File: src/sv/tsvs_pkg.sv
`timescale 1ns / 1ps
// ----------------------------------------------------------------------------
// tsvs_pkg: shared types and constants of the threshold stepper valve sequencer
// Holds the configuration layout, the transaction structs and the coil table.
// ----------------------------------------------------------------------------
package tsvs_pkg;

    // Number of passes over the four coil patterns in one burst (1 to 8).
    localparam int ROUNDS  = 2;
    localparam int ROUND_W = (ROUNDS > 1) ? $clog2(ROUNDS) : 1;

    localparam int CFG_IDX_W  = 3;
    localparam int CFG_DATA_W = 16;

    // Configuration register indexes.
    typedef enum logic [CFG_IDX_W-1:0] {
        REG_TEMP_LOW  = 3'd0,
        REG_TEMP_HIGH = 3'd1,
        REG_HUM_LOW   = 3'd2,
        REG_HUM_HIGH  = 3'd3,
        REG_CO2_LIMIT = 3'd4,
        REG_PHASE     = 3'd5,
        REG_GAP       = 3'd6,
        REG_BURSTS    = 3'd7
    } t_cfg_reg;

    // Reset values of the configuration registers.
    localparam logic signed [7:0] RST_TEMP_LOW  = 8'sd18;
    localparam logic signed [7:0] RST_TEMP_HIGH = 8'sd22;
    localparam logic [6:0]        RST_HUM_LOW   = 7'd35;
    localparam logic [6:0]        RST_HUM_HIGH  = 7'd60;
    localparam logic [13:0]       RST_CO2_LIMIT = 14'd800;
    localparam logic [15:0]       RST_PHASE     = 16'd50;
    localparam logic [15:0]       RST_GAP       = 16'd10;
    localparam logic [7:0]        RST_BURSTS    = 8'd130;

    // Operation codes of an input item.
    localparam logic OP_TICK   = 1'b0;
    localparam logic OP_SAMPLE = 1'b1;

    typedef struct packed {
        logic signed [7:0] temp_low;
        logic signed [7:0] temp_high;
        logic [6:0]        hum_low;
        logic [6:0]        hum_high;
        logic [13:0]       co2_limit;
        logic [15:0]       phase_ticks;
        logic [15:0]       gap_ticks;
        logic [7:0]        burst_count;
    } t_cfg;

    typedef struct packed {
        logic              operation;
        logic signed [11:0] temperature;
        logic [10:0]       humidity;
        logic [13:0]       co2_level;
    } t_item;

    typedef struct packed {
        logic [3:0] coils;
        logic       too_cold;
        logic       too_hot;
        logic       too_dry;
        logic       too_humid;
        logic       valve_busy;
        logic       opening;
        logic       sample_dropped;
    } t_result;

    // Full-step coil pattern in the close direction; open walks it backwards.
    function automatic logic [3:0] coil_pattern(input logic [1:0] idx, input logic open);
        logic [1:0] p;
        logic [3:0] pat;
        p = open ? (2'd3 - idx) : idx;
        case (p)
            2'd0:    pat = 4'h3;
            2'd1:    pat = 4'h6;
            2'd2:    pat = 4'hC;
            default: pat = 4'h9;
        endcase
        return pat;
    endfunction

endpackage

File: src/sv/threshold_stepper_valve_sequencer_unit.sv
`timescale 1ns / 1ps
// A transaction is loaded into the input register when it is accepted and into
// the result register when it advances; a stall on the output holds it back.
// Throughput: one transaction per cycle while the output is not stalled; the
// one-pass update of the run state between the two registers sets that rate.
// Reset: synchronous, active low; configuration returns to its defaults and
// the sequencer goes idle with all flags clear; the result payload is not reset.
// ----------------------------------------------------------------------------
// threshold_stepper_valve_sequencer_unit: top level
// Input register, single-pass sequencer core and result register with a
// valid/stall handshake on both channels, plus the configuration port.
// ----------------------------------------------------------------------------
module threshold_stepper_valve_sequencer_unit (
    input  logic                              i_clk,
    input  logic                              i_rst_n,
    input  logic                              i_in_valid,
    output logic                              o_in_stall,
    input  logic                              i_operation,
    input  logic signed [11:0]                i_temperature,
    input  logic [10:0]                       i_humidity,
    input  logic [13:0]                       i_co2_level,
    output logic                              o_out_valid,
    input  logic                              i_out_stall,
    output logic [3:0]                        o_coils,
    output logic                              o_too_cold,
    output logic                              o_too_hot,
    output logic                              o_too_dry,
    output logic                              o_too_humid,
    output logic                              o_valve_busy,
    output logic                              o_opening,
    output logic                              o_sample_dropped,
    input  logic                              i_cfg_valid,
    output logic                              o_cfg_ready,
    input  logic [tsvs_pkg::CFG_IDX_W-1:0]    i_cfg_index,
    input  logic [tsvs_pkg::CFG_DATA_W-1:0]   i_cfg_data
);

    tsvs_pkg::t_cfg    cfg;
    tsvs_pkg::t_item   r_item;
    tsvs_pkg::t_result result;
    tsvs_pkg::t_result r_result;
    logic              r_in_valid;
    logic              r_out_valid;
    logic              advance;
    logic              in_accept;

    // The staged transaction moves on when the result register is free.
    assign advance    = r_in_valid && (!r_out_valid || !i_out_stall);
    assign o_in_stall = r_in_valid && !advance;
    assign in_accept  = i_in_valid && !o_in_stall;

    tsvs_cfg u_cfg (
        .i_clk       (i_clk),
        .i_rst_n     (i_rst_n),
        .i_cfg_valid (i_cfg_valid),
        .i_cfg_index (i_cfg_index),
        .i_cfg_data  (i_cfg_data),
        .o_cfg_ready (o_cfg_ready),
        .o_cfg       (cfg)
    );

    tsvs_core u_core (
        .i_clk    (i_clk),
        .i_rst_n  (i_rst_n),
        .i_commit (advance),
        .i_item   (r_item),
        .i_cfg    (cfg),
        .o_result (result)
    );

    // Input register control.
    always_ff @(posedge i_clk) begin
        if (!i_rst_n) begin
            r_in_valid <= 1'b0;
        end else if (in_accept) begin
            r_in_valid <= 1'b1;
        end else if (advance) begin
            r_in_valid <= 1'b0;
        end
    end

    // Input register payload.
    always_ff @(posedge i_clk) begin
        if (in_accept) begin
            r_item.operation   <= i_operation;
            r_item.temperature <= i_temperature;
            r_item.humidity    <= i_humidity;
            r_item.co2_level   <= i_co2_level;
        end
    end

    // Result register control.
    always_ff @(posedge i_clk) begin
        if (!i_rst_n) begin
            r_out_valid <= 1'b0;
        end else if (advance) begin
            r_out_valid <= 1'b1;
        end else if (!i_out_stall) begin
            r_out_valid <= 1'b0;
        end
    end

    // Result register payload.
    always_ff @(posedge i_clk) begin
        if (advance) begin
            r_result <= result;
        end
    end

    assign o_out_valid      = r_out_valid;
    assign o_coils          = r_result.coils;
    assign o_too_cold       = r_result.too_cold;
    assign o_too_hot        = r_result.too_hot;
    assign o_too_dry        = r_result.too_dry;
    assign o_too_humid      = r_result.too_humid;
    assign o_valve_busy     = r_result.valve_busy;
    assign o_opening        = r_result.opening;
    assign o_sample_dropped = r_result.sample_dropped;

endmodule

File: src/sv/tsvs_cfg.sv
`timescale 1ns / 1ps
// ----------------------------------------------------------------------------
// tsvs_cfg: configuration register file
// Eight registers written through a valid/ready channel that is always ready.
// ----------------------------------------------------------------------------
module tsvs_cfg (
    input  logic                               i_clk,
    input  logic                               i_rst_n,
    input  logic                               i_cfg_valid,
    input  logic [tsvs_pkg::CFG_IDX_W-1:0]     i_cfg_index,
    input  logic [tsvs_pkg::CFG_DATA_W-1:0]    i_cfg_data,
    output logic                               o_cfg_ready,
    output tsvs_pkg::t_cfg                     o_cfg
);

    tsvs_pkg::t_cfg r_cfg;

    assign o_cfg_ready = 1'b1;
    assign o_cfg       = r_cfg;

    // Register writes; each register keeps the low bits of the write data.
    always_ff @(posedge i_clk) begin
        if (!i_rst_n) begin
            r_cfg.temp_low    <= tsvs_pkg::RST_TEMP_LOW;
            r_cfg.temp_high   <= tsvs_pkg::RST_TEMP_HIGH;
            r_cfg.hum_low     <= tsvs_pkg::RST_HUM_LOW;
            r_cfg.hum_high    <= tsvs_pkg::RST_HUM_HIGH;
            r_cfg.co2_limit   <= tsvs_pkg::RST_CO2_LIMIT;
            r_cfg.phase_ticks <= tsvs_pkg::RST_PHASE;
            r_cfg.gap_ticks   <= tsvs_pkg::RST_GAP;
            r_cfg.burst_count <= tsvs_pkg::RST_BURSTS;
        end else if (i_cfg_valid && o_cfg_ready) begin
            case (tsvs_pkg::t_cfg_reg'(i_cfg_index))
                tsvs_pkg::REG_TEMP_LOW:  r_cfg.temp_low    <= signed'(i_cfg_data[7:0]);
                tsvs_pkg::REG_TEMP_HIGH: r_cfg.temp_high   <= signed'(i_cfg_data[7:0]);
                tsvs_pkg::REG_HUM_LOW:   r_cfg.hum_low     <= i_cfg_data[6:0];
                tsvs_pkg::REG_HUM_HIGH:  r_cfg.hum_high    <= i_cfg_data[6:0];
                tsvs_pkg::REG_CO2_LIMIT: r_cfg.co2_limit   <= i_cfg_data[13:0];
                tsvs_pkg::REG_PHASE:     r_cfg.phase_ticks <= i_cfg_data;
                tsvs_pkg::REG_GAP:       r_cfg.gap_ticks   <= i_cfg_data;
                tsvs_pkg::REG_BURSTS:    r_cfg.burst_count <= i_cfg_data[7:0];
                default: begin
                end
            endcase
        end
    end

endmodule

File: src/sv/tsvs_core.sv
`timescale 1ns / 1ps
// ----------------------------------------------------------------------------
// tsvs_core: threshold compare and valve run sequencer
// Computes the next run state and the result of one item in a single pass;
// the state registers advance when the top level commits the item.
// ----------------------------------------------------------------------------
module tsvs_core (
    input  logic                i_clk,
    input  logic                i_rst_n,
    input  logic                i_commit,
    input  tsvs_pkg::t_item     i_item,
    input  tsvs_pkg::t_cfg      i_cfg,
    output tsvs_pkg::t_result   o_result
);

    logic                         r_active, n_active;
    logic                         r_dir, n_dir;
    logic                         r_in_gap, n_in_gap;
    logic [7:0]                   r_bursts, n_bursts;
    logic [1:0]                   r_phase, n_phase;
    logic [tsvs_pkg::ROUND_W-1:0] r_round, n_round;
    logic [15:0]                  r_ticks, n_ticks;
    logic [3:0]                   r_flags, n_flags;
    logic                         dropped;

    // Next state for one tick or one sample.
    always_comb begin
        logic [15:0]       phase_load;
        logic [15:0]       dec;
        logic [7:0]        bl_dec;
        logic signed [11:0] t_lo;
        logic signed [11:0] t_hi;
        logic [10:0]       h_lo;
        logic [10:0]       h_hi;

        phase_load = (i_cfg.phase_ticks == 16'd0) ? 16'd1 : i_cfg.phase_ticks;
        dec        = (r_ticks != 16'd0) ? (r_ticks - 16'd1) : 16'd0;
        bl_dec     = r_bursts - 8'd1;
        t_lo       = signed'({i_cfg.temp_low, 4'b0000});
        t_hi       = signed'({i_cfg.temp_high, 4'b0000});
        h_lo       = {i_cfg.hum_low, 4'b0000};
        h_hi       = {i_cfg.hum_high, 4'b0000};

        n_active = r_active;
        n_dir    = r_dir;
        n_in_gap = r_in_gap;
        n_bursts = r_bursts;
        n_phase  = r_phase;
        n_round  = r_round;
        n_ticks  = r_ticks;
        n_flags  = r_flags;
        dropped  = 1'b0;

        if (i_item.operation == tsvs_pkg::OP_TICK) begin
            if (r_active) begin
                n_ticks = dec;
                if (dec == 16'd0) begin
                    if (!r_in_gap && r_phase != 2'd3) begin
                        n_phase = r_phase + 2'd1;
                        n_ticks = phase_load;
                    end else if (!r_in_gap &&
                                 r_round != tsvs_pkg::ROUND_W'(tsvs_pkg::ROUNDS - 1)) begin
                        n_phase = 2'd0;
                        n_round = r_round + tsvs_pkg::ROUND_W'(1);
                        n_ticks = phase_load;
                    end else if (!r_in_gap && i_cfg.gap_ticks != 16'd0) begin
                        n_in_gap = 1'b1;
                        n_ticks  = i_cfg.gap_ticks;
                    end else begin
                        // End of burst: start the next one or finish the run.
                        n_bursts = bl_dec;
                        n_phase  = 2'd0;
                        n_round  = '0;
                        n_in_gap = 1'b0;
                        if (bl_dec == 8'd0) begin
                            n_active = 1'b0;
                            n_ticks  = 16'd0;
                        end else begin
                            n_ticks = phase_load;
                        end
                    end
                end
            end
        end else if (r_active) begin
            dropped = 1'b1;
        end else begin
            n_flags[0] = i_item.temperature < t_lo;
            n_flags[1] = i_item.temperature > t_hi;
            n_flags[2] = i_item.humidity < h_lo;
            n_flags[3] = i_item.humidity > h_hi;
            n_dir      = i_item.co2_level > i_cfg.co2_limit;
            if (i_cfg.burst_count != 8'd0) begin
                n_active = 1'b1;
                n_bursts = i_cfg.burst_count;
                n_phase  = 2'd0;
                n_round  = '0;
                n_in_gap = 1'b0;
                n_ticks  = phase_load;
            end
        end
    end

    // Result fields come from the state after this item.
    always_comb begin
        o_result.coils          = (n_active && !n_in_gap) ?
                                  tsvs_pkg::coil_pattern(n_phase, n_dir) : 4'h0;
        o_result.too_cold       = n_flags[0];
        o_result.too_hot        = n_flags[1];
        o_result.too_dry        = n_flags[2];
        o_result.too_humid      = n_flags[3];
        o_result.valve_busy     = n_active;
        o_result.opening        = n_dir;
        o_result.sample_dropped = dropped;
    end

    // Run state.
    always_ff @(posedge i_clk) begin
        if (!i_rst_n) begin
            r_active <= 1'b0;
            r_dir    <= 1'b0;
            r_in_gap <= 1'b0;
            r_bursts <= 8'd0;
            r_phase  <= 2'd0;
            r_round  <= '0;
            r_ticks  <= 16'd0;
            r_flags  <= 4'd0;
        end else if (i_commit) begin
            r_active <= n_active;
            r_dir    <= n_dir;
            r_in_gap <= n_in_gap;
            r_bursts <= n_bursts;
            r_phase  <= n_phase;
            r_round  <= n_round;
            r_ticks  <= n_ticks;
            r_flags  <= n_flags;
        end
    end

`ifndef ASSERT_OFF
    // An idle sequencer holds no pending count and is not in a gap.
    a_idle_clean: assert property (@(posedge i_clk) disable iff (!i_rst_n)
        !r_active |-> (r_ticks == 16'd0 && !r_in_gap && r_phase == 2'd0))
        else $error("idle sequencer holds stale run state");

    // A running sequencer always has a burst left and a nonzero count.
    a_run_counts: assert property (@(posedge i_clk) disable iff (!i_rst_n)
        r_active |-> (r_bursts != 8'd0 && r_ticks != 16'd0))
        else $error("active run with empty burst or tick count");

    // A committed sample that was dropped leaves flags and direction alone.
    a_drop_holds: assert property (@(posedge i_clk) disable iff (!i_rst_n)
        (i_commit && dropped) |=> ($stable(r_flags) && $stable(r_dir) && r_active))
        else $error("dropped sample changed the sequencer");
`endif

endmodule
File: config.mk
export PLATFORM = sky130hd
export DESIGN_NAME = threshold_stepper_valve_sequencer_unit
export DESIGN_NICKNAME = d
export VERILOG_FILES = /design/src/sv/tsvs_pkg.sv /design/src/sv/threshold_stepper_valve_sequencer_unit.sv /design/src/sv/tsvs_cfg.sv /design/src/sv/tsvs_core.sv
export SDC_FILE = /design/constraint.sdc
export NUM_CORES = 1
export LEC_CHECK = 0
export ABC_AREA = 1
export BUFFER_PORTS_ARGS = -buffer_cell sky130_fd_sc_hd__buf_2
export CAP_MARGIN = 20
export CORE_MARGIN = 2
export CORE_UTILIZATION = 35
export CTS_CLUSTER_SIZE = 12
export DETAILED_ROUTE_END_ITERATION = 7
export GPL_ROUTABILITY_DRIVEN = 0
export MAX_ROUTING_LAYER = met4
export PLACE_DENSITY = 0.51
export SYNTH_ARGS = -nofsm -noshare
export SYNTH_HDL_FRONTEND = slang
export SYNTH_SLANG_ARGS = --single-unit
File: constraint.sdc
create_clock -name i_clk -period 2.9 [get_ports i_clk]
set_input_delay 0 -clock i_clk [delete_from_list [all_inputs] [get_ports i_clk]]
set_output_delay 0 -clock i_clk [all_outputs]
set_load 0.01 [all_outputs]
==> results of run 1 <==
## cell families (layout without fill, tap and decap cells)
| kind of cell | count (synthesis) | count (layout) | share of synthesized area (%) |
|---|---|---|---|
| compound gates | 239 | 239 | 15.1 |
| flops | 169 | 169 | 44.6 |
| other cells | 1 | 2 | 0.0431 |
| xor+xnor | 7 | 7 | 0.705 |
| simple gates | 472 | 473 | 23.7 |
| fa+ha+maj | 51 | 51 | 7.34 |
| buf+inv | 192 | 340 | 8.53 |
## per-stage QoR
stage	instance area (µm²)	setup slack (ns)	hold WS, ns	cells	TNS [ns]
finish	10800	0.231	0.0757	1605	0
CTS	10600	0.00521	0.0648	1597	0
global route	10800	-0.00308	0.0893	1605	-0.00308
global placement	9440	0.0989	0.176	1508	0
floorplan	8690	0.280	0.0989	1131	0
detailed placement	9440	0.0266	0.178	1508	0
## worst max-delay path: stages (launching register included)
cell and delay, ns:
dfxtp_2 0.34, inv_4 0.07, ha_4 0.14, nand2_2 0.08, buf_6 0.14, nor2_4 0.16, nand3_1 0.09, nand3_1 0.11
nand2_1 0.07, nor2_2 0.10, nand2_2 0.10, nor2_8 0.15, nand2_2 0.07, nand2_1 0.07, nand3_1 0.08, nand2_2 0.12
inv_2 0.04, nand2_1 0.06, nand2_1 0.07, ha_1 0.29, inv_1 0.06, nor2_1 0.03
## path summary, 6_finish.rpt
check | endpoint | slack (ns) | start
max reg2reg | o_coils[2] | 0.23 | u_core.r_ticks[0]
min | u_cfg.o_cfg[62] | 0.08 | i_cfg_index[1]
min reg2reg | u_cfg.o_cfg[52] | 0.46 | u_cfg.o_cfg[52]
max | o_coils[2] | 0.23 | u_core.r_ticks[0]
## where the power goes
part           switching, mW  leakage, nW  internal (mW)
combinational          0.743         3.02          0.459
clock                   1.04        0.289           1.29
sequential            0.0637         1.46           2.55
total                   1.84         4.77           4.29
## layer usage
layer	part of all wire (%)	vias to the layer above	track usage (%)
met5	0	-	-
met4	0.80	0	3.50
met3	3.3	17	3.21
met1	50	3484	25.2
met2	46	146	29.7
li1	-	3998	-
## Yosys cell counts (all sizes together) (3+ instances only)
library cell  count
nor4              3
inv             149
nand4            12
dfxtp           120
nand2           229
nor2            145
clkbuf           33
o21ai           104
a21oi            99
nand3            72
xor2              5
edfxtp           49
ha               51
o211ai           18
o21bai            8
nor3              9
buf               6
clkinv            4
## state kept, by name, indices dropped and copies added, names as in the netlist
name              flops
o_valve_busy          1
o_opening             1
r_item               38
o_out_valid           1
u_core.r_ticks       16
r_in_valid            1
u_core.r_in_gap       1
o_coils               4
o_too_cold            1
u_core.r_active       1
u_core.r_bursts       8
u_core.r_flags        4
o_sample_dropped      1
u_cfg.o_cfg          84
u_core.r_phase        2
o_too_hot             1
u_core.r_round        1
u_core.r_dir          1
o_too_humid           1
o_too_dry             1
## area by class of cell
type / instances / area [µm²] / area share, %
Sequential cell: 169 / 3880 / 35.9
Timing Repair Buffer: 155 / 1130 / 10.4
Clock inverter: 12 / 125 / 1.16
Antenna cell: 1 / 2.50 / 0.0232
Tap cell: 324 / 405 / 3.75
Inverter: 153 / 577 / 5.34
Multi-Input combinational cell: 771 / 4220 / 39.0
Clock buffer: 20 / 468 / 4.33
## what timing repair did
item / in CTS / in global routing
resized for setup: 0 / 43
hold buffers: 57 / 0
buffers inserted: 0 / 6
endpoints found under the hold margin: 97 / 0
endpoints found under the setup margin: 0 / 4
==> flow_summary.toml, run 1 <==
[outcome]
status = "finished clean"

[yosys]
synth-seq-cells = 169
yosysTopAreaCell = "dfxtp_1"
yosys_warnings = 0
syn_inst = 1131
synth-seq-area-share_pct = 44.6
synth.distinct_cells = 44
async_flop_share_pct = 0
synth_flop_cell = "dfxtp_1"
synthTopCellsByArea = "dfxtp_1 28%, edfxtp_1 17%, nand2_1 9.5%"
synth_edf_count = 49
syn_area_mm2 = 0.00869
synth_top_cell_area_share_pct = 27.6
syn_area_per_cell_um2 = 7.69
synth_nets = 1244

[clock_tree]
cts_made_buffers = 17
cts_sinks = 169
root_buffer = "clkbuf_16"
cts_buffer_depth = 2
clk_latency_ns = 0.43
cts_tree = "yes"
path_clk_slew_ns = 0.07
htreeDepth = 4

[worst_setup_path]
reg2reg_depth = 21
worstPathRequired_ns = 3.08
start_kind = "register"
cp-end-kind = "register"
cp_data_arrival_time_ns = 2.85
path_max_fanout = 5
path_class = "register to register"

[sta]
setup_viol = 0
skew_ns = 0.0128
period_needed_ns = 2.67
hold_viol = 0
relSlewSlack_pct = 43.3
max_freq_mhz = 375
min_period_over_period_pct = 92.0
drv_slew = 0
worst_pin_slew_ns = 0.851

[job]
maxCapViolations = 0

[finish]
nets = 1380
area_delta_synth_final_pct = 24.2
drive_gt1_share_pct = 15.7
final_common_cell = "nand2_1"
fillers = 2451
final_cell_mix = "213 x nand2_1, 144 x inv_1, 124 x nor2_1"
postLayoutCoreUtil_pct = 44.4

[routing]
final_antenna_net_count = 0
drt-total-wl_um = 23200
route.detailed.drc = 0
dr.pass1.iters = 6
drt_iter0_drc = 513
num_vias = 7645
vias_per_cell = 4.76
wire_per_inst_um = 14.5

[global_routing]
grt_max_degree = 90
antenna_found_initial = 1
grt_pass1_wl_um = 37800
gr-total-overflow = 0
grtUsageTotal_pct = 18.6
grt_pass1_vias = 7337

[floorplan]
io_pins = 76
coreArea_mm2 = 0.0243
die_area_mm2 = 0.0261
fp-row-count = 57
die_w_um = 162
die_y_um = 162
initial_core_util_pct = 35.8

[power]
powerDensity_mw_per_mm2 = 568
p_leak_nw = 4.77
ir_drop_v = 0.000379
power.total_mw = 6.14

[min_path]
hp-class = "primary input to register"
hold_depth = 4

[placement]
port_buffers = 74
hpwlAfterDp_um = 16100
No activity file was read; power rests on OpenSTA's default activity.
==> run 2: changes to the inputs <==
--- a/config.mk
+++ b/config.mk
@@ -9,12 +9,12 @@
 export BUFFER_PORTS_ARGS = -buffer_cell sky130_fd_sc_hd__buf_2
 export CAP_MARGIN = 20
 export CORE_MARGIN = 2
-export CORE_UTILIZATION = 35
+export CORE_UTILIZATION = 60
 export CTS_CLUSTER_SIZE = 12
 export DETAILED_ROUTE_END_ITERATION = 7
 export GPL_ROUTABILITY_DRIVEN = 0
 export MAX_ROUTING_LAYER = met4
-export PLACE_DENSITY = 0.51
+export PLACE_DENSITY = 0.79
 export SYNTH_ARGS = -nofsm -noshare
 export SYNTH_HDL_FRONTEND = slang
 export SYNTH_SLANG_ARGS = --single-unit
==> flow_summary.toml, run 2 (synthesis gave the netlist of run 1 again) <==
[power]
p_sw_mw = 1.81
p_leak_nw = 4.74
swShare_pct = 29.8
p_clk_share_pct = 36.4
ir_drop_v = 0.000494
seq_power_share_pct = 43.0
combinationalPowerShare_pct = 20.5
powerDensity_mw_per_mm2 = 573
power.total_mw = 6.07
intPower_mw = 4.27

[clock_tree]
cts_tree = "yes"
cts_sinks = 169
htreeDepth = 4
root_buffer = "clkbuf_16"
cts_buffer_depth = 2
clk_latency_ns = 0.44
cts_made_buffers = 17
path_clk_slew_ns = 0.07

[routing]
wire_per_inst_um = 16.1
dr.pass1.iters = 6
drt-total-wl_um = 23400
route.detailed.drc = 0
drt_iter0_drc = 882
final_antenna_net_count = 0
vias_per_cell = 5.58
num_vias = 8119

[floorplan]
die_area_mm2 = 0.0155
coreArea_mm2 = 0.0140
die_y_um = 124
io_pins = 76
initial_core_util_pct = 61.9
die_w_um = 124
fp-row-count = 43

[worst_setup_path]
worstPathRequired_ns = 3.08
cp_data_arrival_time_ns = 3.07
start_kind = "register"
crit_end = "o_coils[1]"
path_cells = "inv_1, ha_4, nand2_4, nor2_4, buf_12, nand2_4, nand3_2, nand2_1, nor2_2, nand2_2, nor2_8, nand3_1, nand2_1, inv_1, nand2_2, nand2_1, nand2_1, nand2_2, ha_1, o21bai_1, nor2_1"
r2r_start = "u_core.r_ticks[1]"
cp-end-kind = "register"
cpMostUsedCell = "nand2_1"
cp-startpoint = "u_core.r_ticks[1]"
cpMaxStageDelayCell = "dfxtp_1"
path_max_fanout = 6
reg2reg_depth = 21
path_class = "register to register"
slowest_delay_ns = 0.33
reg2reg_setup_slack_ns = 0.01
reg2reg_to = "o_coils[1]"

[sta]
worst_pin_slew_ns = 0.685
relSlewSlack_pct = 54.2
drv_slew = 0
hold_viol = 0
layout_setup_ws_ns = 0.0116
min_period_over_period_pct = 99.6
max_freq_mhz = 346
period_needed_ns = 2.89
setup_viol = 0
skew_ns = 0.0113

[finish]
insertedDiodeCount = 0
largest_reg_flops = 84
final_common_cell = "nand2_1"
drive_gt1_share_pct = 14.6
final_cell_mix = "214 x nand2_1, 145 x inv_1, 128 x nor2_1"
postLayoutCoreUtil_pct = 75.4
nets = 1376
area_delta_synth_final_pct = 21.8
stdcell_area_mm2 = 0.0106
fillers = 1007
fin_cells = 1456

[placement]
placed_area_mm2 = 0.00924
dp_cells = 1361
dp_slack_ns = 0.00824
port_buffers = 74
hpwlAfterDp_um = 14500

[global_routing]
grt_pass1_vias = 7790
met2_usage_pct = 51.1
met1_usage_pct = 37.3
antenna_found_initial = 0
grt-busiest-layer = "met2"
grt_pass1_wl_um = 37700
grt_use_met3_pct = 5.67
grtUsageTotal_pct = 30.8
grt_max_degree = 43
gr-total-overflow = 0

[outcome]
status = "finished clean"

[job]
maxCapViolations = 0

[min_path]
hp-class = "primary input to register"
-- run 2: what timing repair did --
item	CTS	global route
setup endpoints to repair	3	4
setup buffers	0	3
endpoints found under the hold margin	105	0
gates cloned	0	2
hold buffers	58	0
pin swaps	1	5
resized for setup	2	33
-- run 2: cell type report --
cell class              count  area, µm²  share of cell area, %
multi-input cells         772       4250                   40.1
clock buffers              26        522                   4.93
repair buffers            150       1100                   10.4
clock inverters             6       51.3                  0.484
flip-flops and latches    169       3870                   36.6
inverters                 153        574                   5.42
well taps                 180        225                   2.13
-- run 2: power by group through the flow --
stage | registers [mW] | clock network (mW) | logic [mW]
2_1_floorplan | 2.65 | 0 | 0.760
3_5_place_dp | 2.66 | 0 | 1.00
5_1_grt | 2.62 | 2.31 | 1.38
6_report | 2.61 | 2.21 | 1.25
3_3_place_gp | 2.65 | 0 | 0.978
4_1_cts | 2.61 | 2.21 | 1.09
-- run 2: worst min path at each step --
stage | from | endpoint | slack, ns | depth (start not counted)
after floorplan | i_co2_level[0] | r_item[0] | 0.1 | 0
after global placement | i_humidity[3] | r_item[17] | 0.18 | 1
after detailed placement | i_temperature[7] | r_item[32] | 0.18 | 1
after CTS | i_cfg_index[0] | u_cfg.o_cfg[77] | 0.04 | 5
after global routing | i_cfg_index[0] | u_cfg.o_cfg[80] | 0.09 | 6
final | i_cfg_index[0] | u_cfg.o_cfg[77] | 0.05 | 5
-- run 2: metal layers --
metal | routed length, µm | part of all wire (%)
met4 | 788 | 3.4
met3 | 1510 | 6.5
met2 | 11400 | 49
met5 | 0 | 0
met1 | 9710 | 41
-- run 2: stage by stage --
stage	hold WS, ns	setup TNS, ns
6_report	0.0526	0
5_1_grt	0.0917	-0.241
4_1_cts	0.0450	0
3_5_place_dp	0.178	0
3_3_place_gp	0.176	0
2_1_floorplan	0.0989	0
-- run 2: critical path, delay by kind of cell (launching register included) --
family	cells	cell delay (ns)
AND/OR/NAND/NOR	15	1.47
adder cells (fa/ha/maj)	2	0.37
flip-flops	1	0.33
buffers and inverters	3	0.32
AO/OA/AOI/OAI	1	0.14
==> run 3: changes to the inputs <==
--- a/config.mk
+++ b/config.mk
@@ -17,4 +17,5 @@
 export PLACE_DENSITY = 0.79
 export SYNTH_ARGS = -nofsm -noshare
 export SYNTH_HDL_FRONTEND = slang
+export SYNTH_HIERARCHICAL = 1
 export SYNTH_SLANG_ARGS = --single-unit
==> flow_summary.toml, run 3 <==
[placement]
dp_slack_ns = 0.108
port_buffers = 74
dp_cells = 1514
placed_area_mm2 = 0.00968
hpwlAfterDp_um = 15800

[clock_tree]
cts_tree = "yes"
cts_made_buffers = 17
clk_latency_ns = 0.43
root_buffer = "clkbuf_16"
cts_sinks = 169
cts_buffer_depth = 2
path_clk_slew_ns = 0.07
htreeDepth = 4

[global_routing]
gr-total-overflow = 0
grt_pass1_wl_um = 39000
grt_max_degree = 62
antenna_found_initial = 0
grt_pass1_vias = 8180
grtUsageTotal_pct = 30.6

[sta]
skew_ns = 0.00821
setup_viol = 0
relSlewSlack_pct = 38.7
timing.setup.tns_ns = 0
hold_viol = 0
worst_pin_slew_ns = 0.918
layout_setup_ws_ns = 0.240
period_needed_ns = 2.66
whs_ns = 0.0923
drv_slew = 0
max_freq_mhz = 376
min_period_over_period_pct = 91.7

[yosys]
syn_inst = 1288
yosysMostFrequentCell = "nand2_1"
synthTopCellsByCount = "300 x nand2_1, 209 x nor2_1, 173 x nand3_1"
synth_nets = 1400
synth.distinct_cells = 41
synth_edf_count = 49
syn_area_per_cell_um2 = 7.17
synthTopCellsByArea = "dfxtp_1 26%, edfxtp_1 16%, nand2_1 12%"
synth-seq-area-share_pct = 42.0
yosys_warnings = 6
synth_top_cell_area_share_pct = 26.0
syn_area_mm2 = 0.00923
synth_flop_cell = "dfxtp_1"
async_flop_share_pct = 0
synth-seq-cells = 169
yosysTopAreaCell = "dfxtp_1"

[finish]
largest_reg_flops = 84
fillers = 1125
area_delta_synth_final_pct = 17.8
postLayoutCoreUtil_pct = 71.8
drive_gt1_share_pct = 11.3
insertedDiodeCount = 0
final_common_cell = "nand2_1"
nets = 1514
fin_cells = 1603
final_cell_mix = "296 x nand2_1, 209 x nor2_1, 171 x nand3_1"
stdcell_area_mm2 = 0.0109

[worst_setup_path]
cpMostUsedCell = "nand2_1"
reg2reg_setup_slack_ns = 0.24
start_kind = "register"
cp-end-kind = "register"
critPathTopFamily = "simple AND/OR/NAND/NOR gates"
reg2reg_depth = 17
cp_data_arrival_time_ns = 2.84
r2r_start = "u_core/r_ticks[6]"
cpMaxStageDelayCell = "dfxtp_1"
reg2reg_to = "o_coils[1]"
path_cells = "nor2_1, nand2_2, nor2_4, nand2_8, nand3_1, nand2_1, nor2_1, nand2_1, nor2_4, nand3_1, nand2_1, nand3_2, nand3_1, nand2_1, ha_1, o21bai_1, nor2_1"
cp.buffers_inverters = 0
slowest_delay_ns = 0.36
worstPathRequired_ns = 3.08
path_class = "register to register"
path_max_fanout = 15

[routing]
route.detailed.drc = 0
vias_per_cell = 5.45
final_antenna_net_count = 0
num_vias = 8737
drt-total-wl_um = 24000
dr.pass1.iters = 6
wire_per_inst_um = 14.9
drt_iter0_drc = 981

[power]
power.total_mw = 5.96
powerDensity_mw_per_mm2 = 548
ir_drop_v = 0.000453
p_leak_nw = 5.09

[min_path]
hold_path_end = "u_cfg/o_cfg[69]"
hold_depth = 5
hp-start = "i_cfg_index[1]"
hp-class = "primary input to register"

[floorplan]
io_pins = 76
fp-row-count = 45
initial_core_util_pct = 61.0
coreArea_mm2 = 0.0151
die_y_um = 128
die_area_mm2 = 0.0164
die_w_um = 128

[job]
maxCapViolations = 0

[outcome]
status = "finished clean"
-- run 3: cell count changes in the layout (fill, tap and decap cells not counted), moves of 8 or more --
cell,before,now
nor2_1,128,209
nand2_1,214,296
nand3_1,57,171
inv_1,145,160
o21ai_0,102,28
a21oi_1,93,58
nor2_2,13,5
o211ai_1,18,1
-- run 3: cell type report --
class	count	area, µm²	share of cell area (%)
Clock buffer	18	439	4.04
Clock inverter	14	131	1.21
Inverter	163	612	5.63
Multi-Input combinational cell	903	4520	41.5
Sequential cell	169	3870	35.6
Tap cell	188	235	2.16
Timing Repair Buffer	148	1070	9.80
-- run 3: cell families (layout without fill, tap and decap cells) --
kind of cell | after synthesis | in the layout | share of synthesized area (%)
simple gates | 737 | 737 | 34.5
buf+inv | 216 | 343 | 9.78
flops | 169 | 169 | 42.0
compound gates | 109 | 109 | 6.41
fa+ha+maj | 50 | 50 | 6.78
xor+xnor | 5 | 5 | 0.474
other cells | 1 | 1 | 0.0406
mux | 1 | 1 | 0.108
-- run 3: power breakdown --
part	switching, mW	leakage [nW]	internal (mW)
Sequential	0.0704	1.45	2.55
Clock	1.04	0.275	1.15
Combinational	0.726	3.36	0.421
-- run 3: repair_timing --
item | 4_1_cts | 5_1_grt
resized for setup | 0 | 13
hold buffers | 56 | 0
buffers inserted | 0 | 1
hold endpoints to repair | 81 | 0
endpoints found under the setup margin | 0 | 13
-- run 3: metal layers --
| layer | global-route usage (%) | share of wire, % | vias to the layer above |
|---|---|---|---|
| li1 | - | - | 4367 |
| met1 | 38.6 | 43 | 3968 |
| met2 | 49.6 | 47 | 353 |
| met3 | 6.34 | 6.9 | 49 |
| met4 | 10.1 | 2.6 | 0 |
| met5 | - | 0 | - |
-- run 3: worst min-delay path: cells and delay by family --
| kind | cells | cell delay [ns] |
|---|---|---|
| buffers and inverters | 1 | 0.15 |
| and+or+nand+nor | 4 | 0.34 |
-- run 3: how the worst max path moves through the flow --
stage | from | endpoint | slack [ns] | cells past startpoint
global route | u_core/r_ticks[6] | o_coils[1] | -0.04 | 17
CTS | u_core/r_ticks[0] | o_coils[2] | 0.08 | 18
finish | u_core/r_ticks[6] | o_coils[1] | 0.24 | 17
global placement | u_core/r_ticks[0] | o_coils[2] | 0.21 | 18
floorplan | u_core/r_ticks[0] | o_coils[2] | 0.29 | 20
detailed placement | u_core/r_ticks[0] | o_coils[2] | 0.11 | 18
